`config.mk`:
```
export PLATFORM = sky130hd
export DESIGN_NAME = string_literal_unescaper_unit_flat
export DESIGN_NICKNAME = d
export VERILOG_FILES = /design/src/design/slu_pkg.sv /design/src/design/slu_if.sv /design/src/design/string_literal_unescaper_unit.sv /design/src/design/slu_decode.sv /design/src/design/slu_out_fifo.sv /design/src/flat_wrapper.sv
export SDC_FILE = /design/constraint.sdc
export NUM_CORES = 1
export LEC_CHECK = 0
export BUFFER_PORTS_ARGS = -buffer_cell sky130_fd_sc_hd__buf_2
export CORE_MARGIN = 1
export CORE_UTILIZATION = 40
export DETAILED_ROUTE_END_ITERATION = 12
export PLACE_DENSITY = 0.58
export SYNTH_ARGS = -nofsm -noshare
export SYNTH_HDL_FRONTEND = slang
export SYNTH_HIERARCHICAL = 1
export SYNTH_SLANG_ARGS = --single-unit
```
`constraint.sdc`:
```
create_clock -name clk_i -period 4.6 [get_ports clk_i]
set_input_delay 0.92 -clock clk_i [delete_from_list [all_inputs] [get_ports clk_i]]
set_output_delay 0.92 -clock clk_i [all_outputs]
set_load 0.005 [all_outputs]
```
`src/design/slu_pkg.sv`:
```
// Shared types, codes and helpers for the string literal unescaper.
// Depends on nothing; used by every other design file but slu_if.
package slu_pkg;

  localparam int MaxLenDef = 256;
  localparam int OutDepth  = 4;
  localparam int OutPtrW   = $clog2(OutDepth);
  localparam int OutCntW   = $clog2(OutDepth + 1);

  localparam logic [1:0] KindData = 2'd0;
  localparam logic [1:0] KindEnd  = 2'd1;
  localparam logic [1:0] KindMiss = 2'd2;

  localparam logic [7:0] ChBs    = 8'h08;
  localparam logic [7:0] ChTab   = 8'h09;
  localparam logic [7:0] ChLf    = 8'h0A;
  localparam logic [7:0] ChFf    = 8'h0C;
  localparam logic [7:0] ChCr    = 8'h0D;
  localparam logic [7:0] ChDq    = 8'h22;
  localparam logic [7:0] ChSq    = 8'h27;
  localparam logic [7:0] ChBsl   = 8'h5C;
  localparam logic [7:0] ChLowB  = 8'h62;
  localparam logic [7:0] ChLowT  = 8'h74;
  localparam logic [7:0] ChLowN  = 8'h6E;
  localparam logic [7:0] ChLowF  = 8'h66;
  localparam logic [7:0] ChLowR  = 8'h72;

  typedef enum logic [1:0] {
    ModeNormal = 2'd0,
    ModeEsc    = 2'd1,
    ModeOct    = 2'd2,
    ModeQuote  = 2'd3
  } mode_e;

  typedef struct packed {
    logic [1:0] kind;
    logic [7:0] data_byte;
    logic [8:0] length;
    logic       last;
  } res_t;

  typedef struct packed {
    logic [1:0] num;
    res_t       r0;
    res_t       r1;
  } res_pair_t;

  typedef struct packed {
    logic       hit;
    logic [7:0] value;
  } esc_t;

  function automatic esc_t esc_map(logic [7:0] ch);
    esc_t e;
    e.hit   = 1'b1;
    e.value = ch;
    case (ch)
      ChLowB:  e.value = ChBs;
      ChLowT:  e.value = ChTab;
      ChLowN:  e.value = ChLf;
      ChLowF:  e.value = ChFf;
      ChLowR:  e.value = ChCr;
      ChDq:    e.value = ChDq;
      ChSq:    e.value = ChSq;
      ChBsl:   e.value = ChBsl;
      default: e.hit   = 1'b0;
    endcase
    return e;
  endfunction

  function automatic logic is_octal(logic [7:0] ch);
    return ch[7:3] == 5'b00110;
  endfunction

endpackage

```
`src/design/slu_if.sv`:
```
// Valid/ready channel interfaces for raw input bytes and decoded results.
// Depends on nothing.
interface slu_in_if;
  logic       valid;
  logic       ready;
  logic [7:0] ch;

  modport source (output valid, output ch, input ready);
  modport sink   (input valid, input ch, output ready);
endinterface

interface slu_out_if;
  logic       valid;
  logic       ready;
  logic [1:0] kind;
  logic [7:0] data_byte;
  logic [8:0] length;
  logic       last;

  modport source (output valid, output kind, output data_byte, output length,
                  output last, input ready);
  modport sink   (input valid, input kind, input data_byte, input length,
                  input last, output ready);
endinterface

```
`src/design/string_literal_unescaper_unit.sv`:
```
// String literal unescaper: decodes the body of a double-quoted literal.
// One raw byte per word on in_i; decoded bytes and end markers on out_o.
// Input words carry ch, the next byte after the opening quote. Each input word
// yields zero, one or two result words (kind, data_byte, length, last); last
// marks the final result of that input word. Kind 1 ends the string normally,
// kind 2 reports a carriage return before the closing quote; either end
// returns the decoder to its start state for the next literal.
// Throughput: one input word per cycle while the queue has room and results
// drain at one per cycle. Results are registered in the queue before they
// appear on out_o.
// The decoder state updates in the same cycle the word is taken; results sit in
// a four-word queue, and in_i.ready stays high while the queue has two free
// entries, so a stalled receiver blocks in_i once three or more words wait.
// Reset clears the decoder to plain-text mode with a zero length and empties
// the queue; no words are lost or repeated under any stall pattern.
// length saturates at MaxLen and is reported in 9 bits.
module string_literal_unescaper_unit #(
  parameter int MaxLen = slu_pkg::MaxLenDef
) (
  input  logic       clk_i,
  input  logic       rst_ni,
  slu_in_if.sink     in_i,
  slu_out_if.source  out_o
);

  slu_pkg::res_pair_t pair;
  slu_pkg::res_t      res;
  logic               accept;
  logic               space;

  assign in_i.ready = space;
  assign accept     = in_i.valid && space;

  slu_decode #(
    .MaxLen (MaxLen)
  ) u_decode (
    .clk_i  (clk_i),
    .rst_ni (rst_ni),
    .en_i   (accept),
    .ch_i   (in_i.ch),
    .pair_o (pair)
  );

  slu_out_fifo u_out_fifo (
    .clk_i   (clk_i),
    .rst_ni  (rst_ni),
    .push_i  (accept),
    .pair_i  (pair),
    .space_o (space),
    .valid_o (out_o.valid),
    .ready_i (out_o.ready),
    .res_o   (res)
  );

  assign out_o.kind      = res.kind;
  assign out_o.data_byte = res.data_byte;
  assign out_o.length    = res.length;
  assign out_o.last      = res.last;

endmodule

```
`src/design/slu_decode.sv`:
```
// Escape decoder: mode, octal and length state plus up to two results per byte.
// Depends on slu_pkg.
module slu_decode #(
  parameter int MaxLen = slu_pkg::MaxLenDef
) (
  input  logic                clk_i,
  input  logic                rst_ni,
  input  logic                en_i,
  input  logic [7:0]          ch_i,
  output slu_pkg::res_pair_t  pair_o
);

  localparam int CntW = $clog2(MaxLen + 1);
  localparam logic [CntW-1:0] CntMax = CntW'(MaxLen);

  slu_pkg::mode_e  mode_q, mode_d;
  logic [7:0]      oct_val_q, oct_val_d;
  logic [1:0]      oct_dig_q, oct_dig_d;
  logic [CntW-1:0] cnt_q, cnt_d;

  function automatic slu_pkg::res_t mk(logic [1:0] k, logic [7:0] d, logic [CntW-1:0] c);
    slu_pkg::res_t   r;
    logic [CntW+8:0] e;
    e           = {9'd0, c};
    r.kind      = k;
    r.data_byte = d;
    r.length    = e[8:0];
    r.last      = 1'b0;
    return r;
  endfunction

  always_comb begin
    slu_pkg::res_pair_t p;
    slu_pkg::res_t      r;
    slu_pkg::esc_t      e;
    logic               do_plain;
    logic [7:0]         nv;
    p         = '0;
    r         = '0;
    do_plain  = 1'b0;
    mode_d    = mode_q;
    oct_val_d = oct_val_q;
    oct_dig_d = oct_dig_q;
    cnt_d     = cnt_q;
    e         = slu_pkg::esc_map(ch_i);
    nv        = {oct_val_q[4:0], ch_i[2:0]};

    case (mode_q)
      slu_pkg::ModeEsc: begin
        mode_d = slu_pkg::ModeNormal;
        if (e.hit) begin
          if (cnt_d != CntMax) cnt_d = cnt_d + 1'b1;
          p.r0  = mk(slu_pkg::KindData, e.value, cnt_d);
          p.num = 2'd1;
        end else if (slu_pkg::is_octal(ch_i)) begin
          mode_d    = slu_pkg::ModeOct;
          oct_val_d = {5'd0, ch_i[2:0]};
          oct_dig_d = 2'd1;
        end else begin
          if (cnt_d != CntMax) cnt_d = cnt_d + 1'b1;
          p.r0     = mk(slu_pkg::KindData, slu_pkg::ChBsl, cnt_d);
          p.num    = 2'd1;
          do_plain = 1'b1;
        end
      end
      slu_pkg::ModeOct: begin
        if (slu_pkg::is_octal(ch_i)) begin
          if (oct_dig_q == 2'd2) begin
            mode_d    = slu_pkg::ModeNormal;
            oct_val_d = '0;
            oct_dig_d = '0;
            if (cnt_d != CntMax) cnt_d = cnt_d + 1'b1;
            p.r0  = mk(slu_pkg::KindData, nv, cnt_d);
            p.num = 2'd1;
          end else begin
            oct_val_d = nv;
            oct_dig_d = oct_dig_q + 2'd1;
          end
        end else begin
          mode_d    = slu_pkg::ModeNormal;
          oct_val_d = '0;
          oct_dig_d = '0;
          if (cnt_d != CntMax) cnt_d = cnt_d + 1'b1;
          p.r0     = mk(slu_pkg::KindData, oct_val_q, cnt_d);
          p.num    = 2'd1;
          do_plain = 1'b1;
        end
      end
      slu_pkg::ModeQuote: begin
        if (ch_i == slu_pkg::ChDq) begin
          mode_d = slu_pkg::ModeNormal;
          if (cnt_d != CntMax) cnt_d = cnt_d + 1'b1;
          p.r0  = mk(slu_pkg::KindData, slu_pkg::ChDq, cnt_d);
          p.num = 2'd1;
        end else begin
          p.r0      = mk(slu_pkg::KindEnd, 8'd0, cnt_d);
          p.num     = 2'd1;
          mode_d    = slu_pkg::ModeNormal;
          oct_val_d = '0;
          oct_dig_d = '0;
          cnt_d     = '0;
        end
      end
      default: do_plain = 1'b1;
    endcase

    if (do_plain) begin
      r = '0;
      if (ch_i == slu_pkg::ChCr) begin
        r         = mk(slu_pkg::KindMiss, 8'd0, cnt_d);
        mode_d    = slu_pkg::ModeNormal;
        oct_val_d = '0;
        oct_dig_d = '0;
        cnt_d     = '0;
      end else if (ch_i == slu_pkg::ChDq) begin
        mode_d = slu_pkg::ModeQuote;
      end else if (ch_i == slu_pkg::ChBsl) begin
        mode_d = slu_pkg::ModeEsc;
      end else begin
        if (cnt_d != CntMax) cnt_d = cnt_d + 1'b1;
        r = mk(slu_pkg::KindData, ch_i, cnt_d);
      end
      if (ch_i != slu_pkg::ChDq && ch_i != slu_pkg::ChBsl) begin
        if (p.num == 2'd0) p.r0 = r;
        else               p.r1 = r;
        p.num = p.num + 2'd1;
      end
    end

    if (p.num == 2'd1) p.r0.last = 1'b1;
    if (p.num == 2'd2) p.r1.last = 1'b1;
    pair_o = p;
  end

  always_ff @(posedge clk_i or negedge rst_ni) begin
    if (!rst_ni) begin
      mode_q    <= slu_pkg::ModeNormal;
      oct_val_q <= '0;
      oct_dig_q <= '0;
      cnt_q     <= '0;
    end else if (en_i) begin
      mode_q    <= mode_d;
      oct_val_q <= oct_val_d;
      oct_dig_q <= oct_dig_d;
      cnt_q     <= cnt_d;
    end
  end

endmodule

```
`src/design/slu_out_fifo.sv`:
```
// Result queue: takes zero to two words per cycle, hands out one word per cycle while ready_i is high.
// Depends on slu_pkg.
module slu_out_fifo (
  input  logic                clk_i,
  input  logic                rst_ni,
  input  logic                push_i,
  input  slu_pkg::res_pair_t  pair_i,
  output logic                space_o,
  output logic                valid_o,
  input  logic                ready_i,
  output slu_pkg::res_t       res_o
);

  localparam int PtrW = slu_pkg::OutPtrW;
  localparam int CntW = slu_pkg::OutCntW;

  slu_pkg::res_t       mem_q [slu_pkg::OutDepth];
  logic [PtrW-1:0]     wr_ptr_q, wr_ptr_d, rd_ptr_q;
  logic [CntW-1:0]     cnt_q, cnt_d;
  logic [1:0]          num;
  logic                pop;

  assign num     = push_i ? pair_i.num : 2'd0;
  assign pop     = valid_o && ready_i;
  assign valid_o = cnt_q != '0;
  assign space_o = cnt_q <= CntW'(slu_pkg::OutDepth - 2);
  assign res_o   = mem_q[rd_ptr_q];
  assign wr_ptr_d = wr_ptr_q + PtrW'(num);
  assign cnt_d    = cnt_q + CntW'(num) - CntW'(pop);

  always_ff @(posedge clk_i) begin
    if (num != 2'd0) mem_q[wr_ptr_q] <= pair_i.r0;
    if (num == 2'd2) mem_q[wr_ptr_q + PtrW'(1)] <= pair_i.r1;
  end

  always_ff @(posedge clk_i or negedge rst_ni) begin
    if (!rst_ni) begin
      wr_ptr_q <= '0;
      rd_ptr_q <= '0;
      cnt_q    <= '0;
    end else begin
      wr_ptr_q <= wr_ptr_d;
      if (pop) rd_ptr_q <= rd_ptr_q + PtrW'(1);
      cnt_q    <= cnt_d;
    end
  end

  a_cnt_bound: assert property (@(posedge clk_i) disable iff (!rst_ni)
    cnt_q <= CntW'(slu_pkg::OutDepth))
    else $error("result queue count out of range");

  a_no_overflow: assert property (@(posedge clk_i) disable iff (!rst_ni)
    (num != 2'd0) |-> space_o)
    else $error("result queue written without room");

  a_pop_only: assert property (@(posedge clk_i) disable iff (!rst_ni)
    (pop && num == 2'd0) |=> cnt_q == $past(cnt_q) - CntW'(1))
    else $error("result queue count did not drop on pop");

  a_wrap: assert property (@(posedge clk_i) disable iff (!rst_ni)
    (cnt_q == '0) |-> (wr_ptr_q == rd_ptr_q))
    else $error("result queue pointers disagree when empty");

endmodule

```
`src/flat_wrapper.sv`:
```
// flat-port wrapper written by rule: the top's interface ports become plain ports
module string_literal_unescaper_unit_flat 
#(
  parameter int MaxLen = slu_pkg::MaxLenDef
)
  (clk_i, rst_ni, in_i_valid, in_i_ch, in_i_ready, out_o_valid, out_o_kind, out_o_data_byte, out_o_length, out_o_last, out_o_ready);
  slu_in_if in_i_i ();
  slu_out_if out_o_i ();
  input  logic clk_i;
  input  logic rst_ni;
  input wire logic [$bits(in_i_i.valid)-1:0] in_i_valid;
  input wire logic [$bits(in_i_i.ch)-1:0] in_i_ch;
  output wire logic [$bits(in_i_i.ready)-1:0] in_i_ready;
  output wire logic [$bits(out_o_i.valid)-1:0] out_o_valid;
  output wire logic [$bits(out_o_i.kind)-1:0] out_o_kind;
  output wire logic [$bits(out_o_i.data_byte)-1:0] out_o_data_byte;
  output wire logic [$bits(out_o_i.length)-1:0] out_o_length;
  output wire logic [$bits(out_o_i.last)-1:0] out_o_last;
  input wire logic [$bits(out_o_i.ready)-1:0] out_o_ready;
  assign in_i_i.valid = in_i_valid;
  assign in_i_i.ch = in_i_ch;
  assign in_i_ready = in_i_i.ready;
  assign out_o_valid = out_o_i.valid;
  assign out_o_kind = out_o_i.kind;
  assign out_o_data_byte = out_o_i.data_byte;
  assign out_o_length = out_o_i.length;
  assign out_o_last = out_o_i.last;
  assign out_o_i.ready = out_o_ready;
  string_literal_unescaper_unit #(.MaxLen(MaxLen)) u_core (.clk_i(clk_i), .rst_ni(rst_ni), .in_i(in_i_i), .out_o(out_o_i));
endmodule
```
; Word-level counts from Yosys, hierarchy flattened
; Memory sizes are Yosys's and may differ from the RTL's.
; Index checks and enable logic that the tools add are counted.
[totals]
ff_bits = 28
mem_bits_rw = 80
inputBits = 12
out_inout_bits = 22
mem_count = 1
elab_cells = 108
[op_classes]
add_sub_neg = 9
eq_ne = 21
mux = 62
reduce_logical = 7
n_lt_le_gt_ge = 1
[mem_list]
columns = name, depth, width, rd, rd_ports_with_merged_regs, write_ports, line_no
row1 = u_core.u_out_fifo.mem_q, 4, 20, 1, 0, 2, slu_out_fifo.sv:17  ; slu_pkg::res_t mem_q [slu_pkg::OutDepth];
[ops]
columns = op, n
row1 = two-way mux 9 bit, 11
row2 = two-way mux 42 bit, 2
row3 = one-hot mux 22 bit (3 select lines), 1
row4 = one-hot mux 8 bit (8 select lines), 1
row5 = two-way mux 21 bit, 3
row6 = two-way mux 20 bit, 3
row7 = two-way mux 8 bit, 7
row8 = "equality test 8 x 7 -> 1 bit, second input constant", 6
row9 = two-way mux 18 bit, 2
row10 = two-way mux 2 bit, 16
row11 = one-hot mux 9 bit (3 select lines), 1
row12 = one-hot mux 8 bit (3 select lines), 1
row13 = two-way mux 22 bit, 1
row14 = two-way mux 19 bit, 1
row15 = "adder 9 x 1 -> 9 bit, second input constant", 2
row16 = "inequality test 9 bit, second input constant", 2
row17 = "equality test 8 x 6 -> 1 bit, second input constant", 2
row18 = one-hot mux 2 bit (3 select lines), 2
row19 = "equality test 2 bit, second input constant", 5
row20 = two-way mux 1 bit, 9
row21 = "adder 2 x 1 -> 2 bit, second input constant", 4
row22 = "equality test 8 x 4 -> 1 bit, second input constant", 1
row23 = "inequality test 8 x 6 -> 1 bit, second input constant", 1
row24 = "inequality test 8 x 7 -> 1 bit, second input constant", 1
row25 = 12 further kinds, 15

; Logic depth before layout (Yosys ltp)
[depth]
ltp_word = 17
ltp_mapped = 19

; By module
; Netlist, hierarchy kept.
[by_module_without_submodules]
columns = mod, n_inst, area_each_um2, cells_each
row1 = slu_out_fifo, 1, 4360.4, 241
row2 = slu_decode, 1, 3535.9, 489
row3 = string_literal_unescaper_unit, 1, 6.3, 1

; Worst setup path before layout
; OpenSTA, ideal clock, no wires.
[synth_path]
path_kind = input to register
startpoint = in in_i_ch[1]
endpoint = mem u_core/u_out_fifo/mem_q[1][0] (netlist bit) (enable)
cell_stages = 14
arrival_ns = 3.977
setup_slack_ns = 0.226
path_buffers = 4
t_required_ns = 4.203
path_cell_list = buf_6 or4b_4 nor3_2 a41o_2 buf_6 inv_1 buf_6 clkbuf_1 ha_1 nor2_1 nor2_1 mux2_2 nand2_1 nor2_1
[synth_lines]
columns = item, line_no
row1 = "start, declared", flat_wrapper.sv:12  ; input wire logic [$bits(in_i_i.ch)-1:0] in_i_ch;
row2 = "end, declared", slu_out_fifo.sv:17

==> results.cfg <==
[layout]
diodes = 0
fillers = 1806
design_area_sq_um = 8930
final_cell_mix = edfxtp_1, mux2_2, nand2_1
seqCellArea_sq_um = 3100
mostFrequentLayoutCell = edfxtp_1
num-nets-final = 800
synthToLayoutAreaGrowth_pct = 13.0
drive_gt1_frac = 0.308
multi_input_area_sq_um = 4450

[floorplanning]
fp.dieH_um = 143
fp.coreArea_sq_um = 19400
start_util = 0.407
fp-row-count = 51
die-width_um = 143
die_area_sq_um = 20300
pin_count = 34

[drt]
drt.antenna.violating_nets = 0
first_pass_iters = 5
drt-initial-drc-count = 880
wl_per_cell_um = 23.0
vias = 6491
drc = 0
wl_um = 24200
via_per_inst = 6.19

[grt]
grt_max_degree = 29
grt_usage = 0.245
use_met3 = 0.0417
grt.met2_usage = 0.392
grt-busiest-layer = met2
antenna_found_initial = 0
grt_pass1_wl_um = 37200
grt-ovfl-total = 0
grt_use_met1 = 0.336
grt_pass1_vias = 6265

[place]
port_buffers = 33
place_area_sq_um = 8620
place.gp.congestion = 0.992
pre_cts_slack_ns = 0.0909
post-dp-hpwl_um = 17000

[pwr]
p_leak_nw = 3.22
p_per_area_nw_per_um2 = 479
ir_drop_v = 0.000191

[timing]
setup_ws_ns = 0.347
worst_pin_slew_ns = 1.07
min_period_ns = 4.25
fin_crit_sh = 0.925
drv_slew = 0
hold_viol = 0
relSlewSlack = 0.288
tns_ns = 0
finalSetupViolCount = 0
fmax_ghz = 0.235
finalClockSkew_ns = 0.0116
rsz0062_at_grt = false

[worst_setup_path]
crit_path_max_incr_delay_ns = 0.54
worstPathCellList = buf_2, or3b_4, o41ai_4, nor4_1, a211oi_1, a21oi_1, ha_1, buf_4, nand3_1, mux2i_1, a21oi_1, o32ai_1, mux2_2
worstSetupEndpointType = register
crit_fanout = 13
crit_required_ns = 4.71
crit_arrival_ns = 4.36
crit_buf_inv = 2
crit_family = compound AO/OA/AOI/OAI gates
cp-start-kind = primary input
critPathKind = in2reg
path_common_cell = a21oi_1
slowest_stage = o41ai_4

[logic_synthesis]
ys_seq_area_frac = 0.393
synth_edf_count = 80
ys_seq_elements = 108
syn_avg_cell_area_sq_um = 10.8
syn_inst = 731
async_flop_share = 0.259
yosys_warnings = 6
dominantRegCellSynth = edfxtp_1
syn-num-nets = 753
netlist_area_sq_um = 7900
synth_cell_types = 95

[clocking]
htreeDepth = 3
cts.sinks = 108
hold_buffers = 0
cts_tree = done
cts.clk_slew.worst_paths_ns = 0.08
cts_buffer_depth = 2
cts_resized = 0
clock_latency_ns = 0.36
postCtsSetupBuffers = 0
cts_root_buf = clkbuf_16
cts_made_buffers = 9

[run]
maxCapViolCount = 0

[hold_path]
holdCritPathClass = reg2reg

[run_status]
status = complete, no violations
flip-flops by register name, summed over array words and instances, names as in the netlist:
signal and count:
u_core/u_decode/mode_q 2, u_core/u_decode/oct_dig_q 2, u_core/u_decode/oct_val_q 8, u_core/u_out_fifo/cnt_q 3, u_core/u_out_fifo/wr_ptr_q 2, u_core/u_decode/cnt_q 9
u_core/u_out_fifo/rd_ptr_q 2, u_core/u_out_fifo/mem_q 80
cell families (layout without fill, tap and decap cells):
logic type | after synthesis | count (layout) | synth area share
AND/OR/NAND/NOR | 227 | 227 | 0.159
other | 1 | 1 | 0.000475
multiplexers | 111 | 111 | 0.195
XOR/XNOR | 19 | 19 | 0.0211
adder cells (fa/ha/maj) | 10 | 10 | 0.0168
flip-flops | 108 | 108 | 0.393
AO/OA/AOI/OAI | 183 | 183 | 0.170
buffers and inverters | 72 | 124 | 0.0450
worst paths after layout:
check	from	end	slack (ns)	cells after the start
worst max register to register	u_core/u_decode/mode_q[0]$_DFFE_PN0P_	u_core/u_out_fifo/mem_q[0][5]$_DFFE_PP_	0.43	12
worst max-delay path	in_i_ch[5]	u_core/u_out_fifo/mem_q[0][5]$_DFFE_PP_	0.35	13
min in group asynchronous	rst_ni	u_core/u_out_fifo/rd_ptr_q[1]$_DFFE_PN0P_	0.60	1
worst min-delay path	u_core/u_decode/oct_val_q[7]$_DFFE_PN0P_	u_core/u_decode/oct_val_q[7]$_DFFE_PN0P_	0.52	1
max in group asynchronous	rst_ni	u_core/u_decode/cnt_q[6]$_DFFE_PN0P_	3.53	1
worst min register to register	u_core/u_decode/oct_val_q[7]$_DFFE_PN0P_	u_core/u_decode/oct_val_q[7]$_DFFE_PN0P_	0.52	1
cells in the mapped netlist, types with 5 or more instances:
cell type	count	area, sq um
nor2_1	47	176
nor3_1	15	75.1
xor2_1	9	78.8
xnor2_1	10	87.6
dfrtp_1	28	701
nand2b_1	12	75.1
a21oi_1	46	230
o22ai_1	6	37.5
mux2_2	62	698
buf_2	11	55.1
a31oi_1	8	50.1
o211ai_1	15	113
a22o_1	6	52.6
nand2_1	50	188
ha_1	9	113
nor4_1	5	31.3
nor2b_1	5	31.3
inv_1	16	60.1
edfxtp_1	80	2400
mux2i_1	8	80.1
nand4_1	9	56.3
and3_1	11	68.8
clkbuf_1	27	101
buf_6	8	90.1
nand3_1	27	135
mux4_2	20	450
mux2_4	20	300
o21ai_0	30	150
and2_1	10	62.6
routing by layer:
| layer | wire length [um] | vias up |
|---|---|---|
| met2 | 11000 | 314 |
| met1 | 10800 | 3205 |
| li1 | - | 2935 |
| met5 | 0 | - |
| met3 | 1790 | 37 |
| met4 | 527 | 0 |
cell type report:
cell class,count,area share
multi-input cells,551,0.498
repair buffers,88,0.0745
flip-flops and latches,108,0.347
well taps,265,0.0371
clock buffers,9,0.0252
clock inverters,7,0.00953
inverters,20,0.00840
power breakdown:
group,internal [W],switching (W)
sequential,0.00131,0.000172
combinational,0.000916,0.00105
clock,0.000433,0.000399
total,0.00266,0.00162
stage by stage:
step	hold slack [ns]	util	total power (W)	std cells
CTS	0.513	0.460	0.00429	1048
global placement	0.489	0.444	0.00342	1032
detailed placement	0.491	0.444	0.00344	1032
floorplan	0.466	-	0.00280	731
global route	0.532	0.460	0.00453	1048
finish	0.521	0.460	0.00428	1048
(Power assumes the default switching activity.)
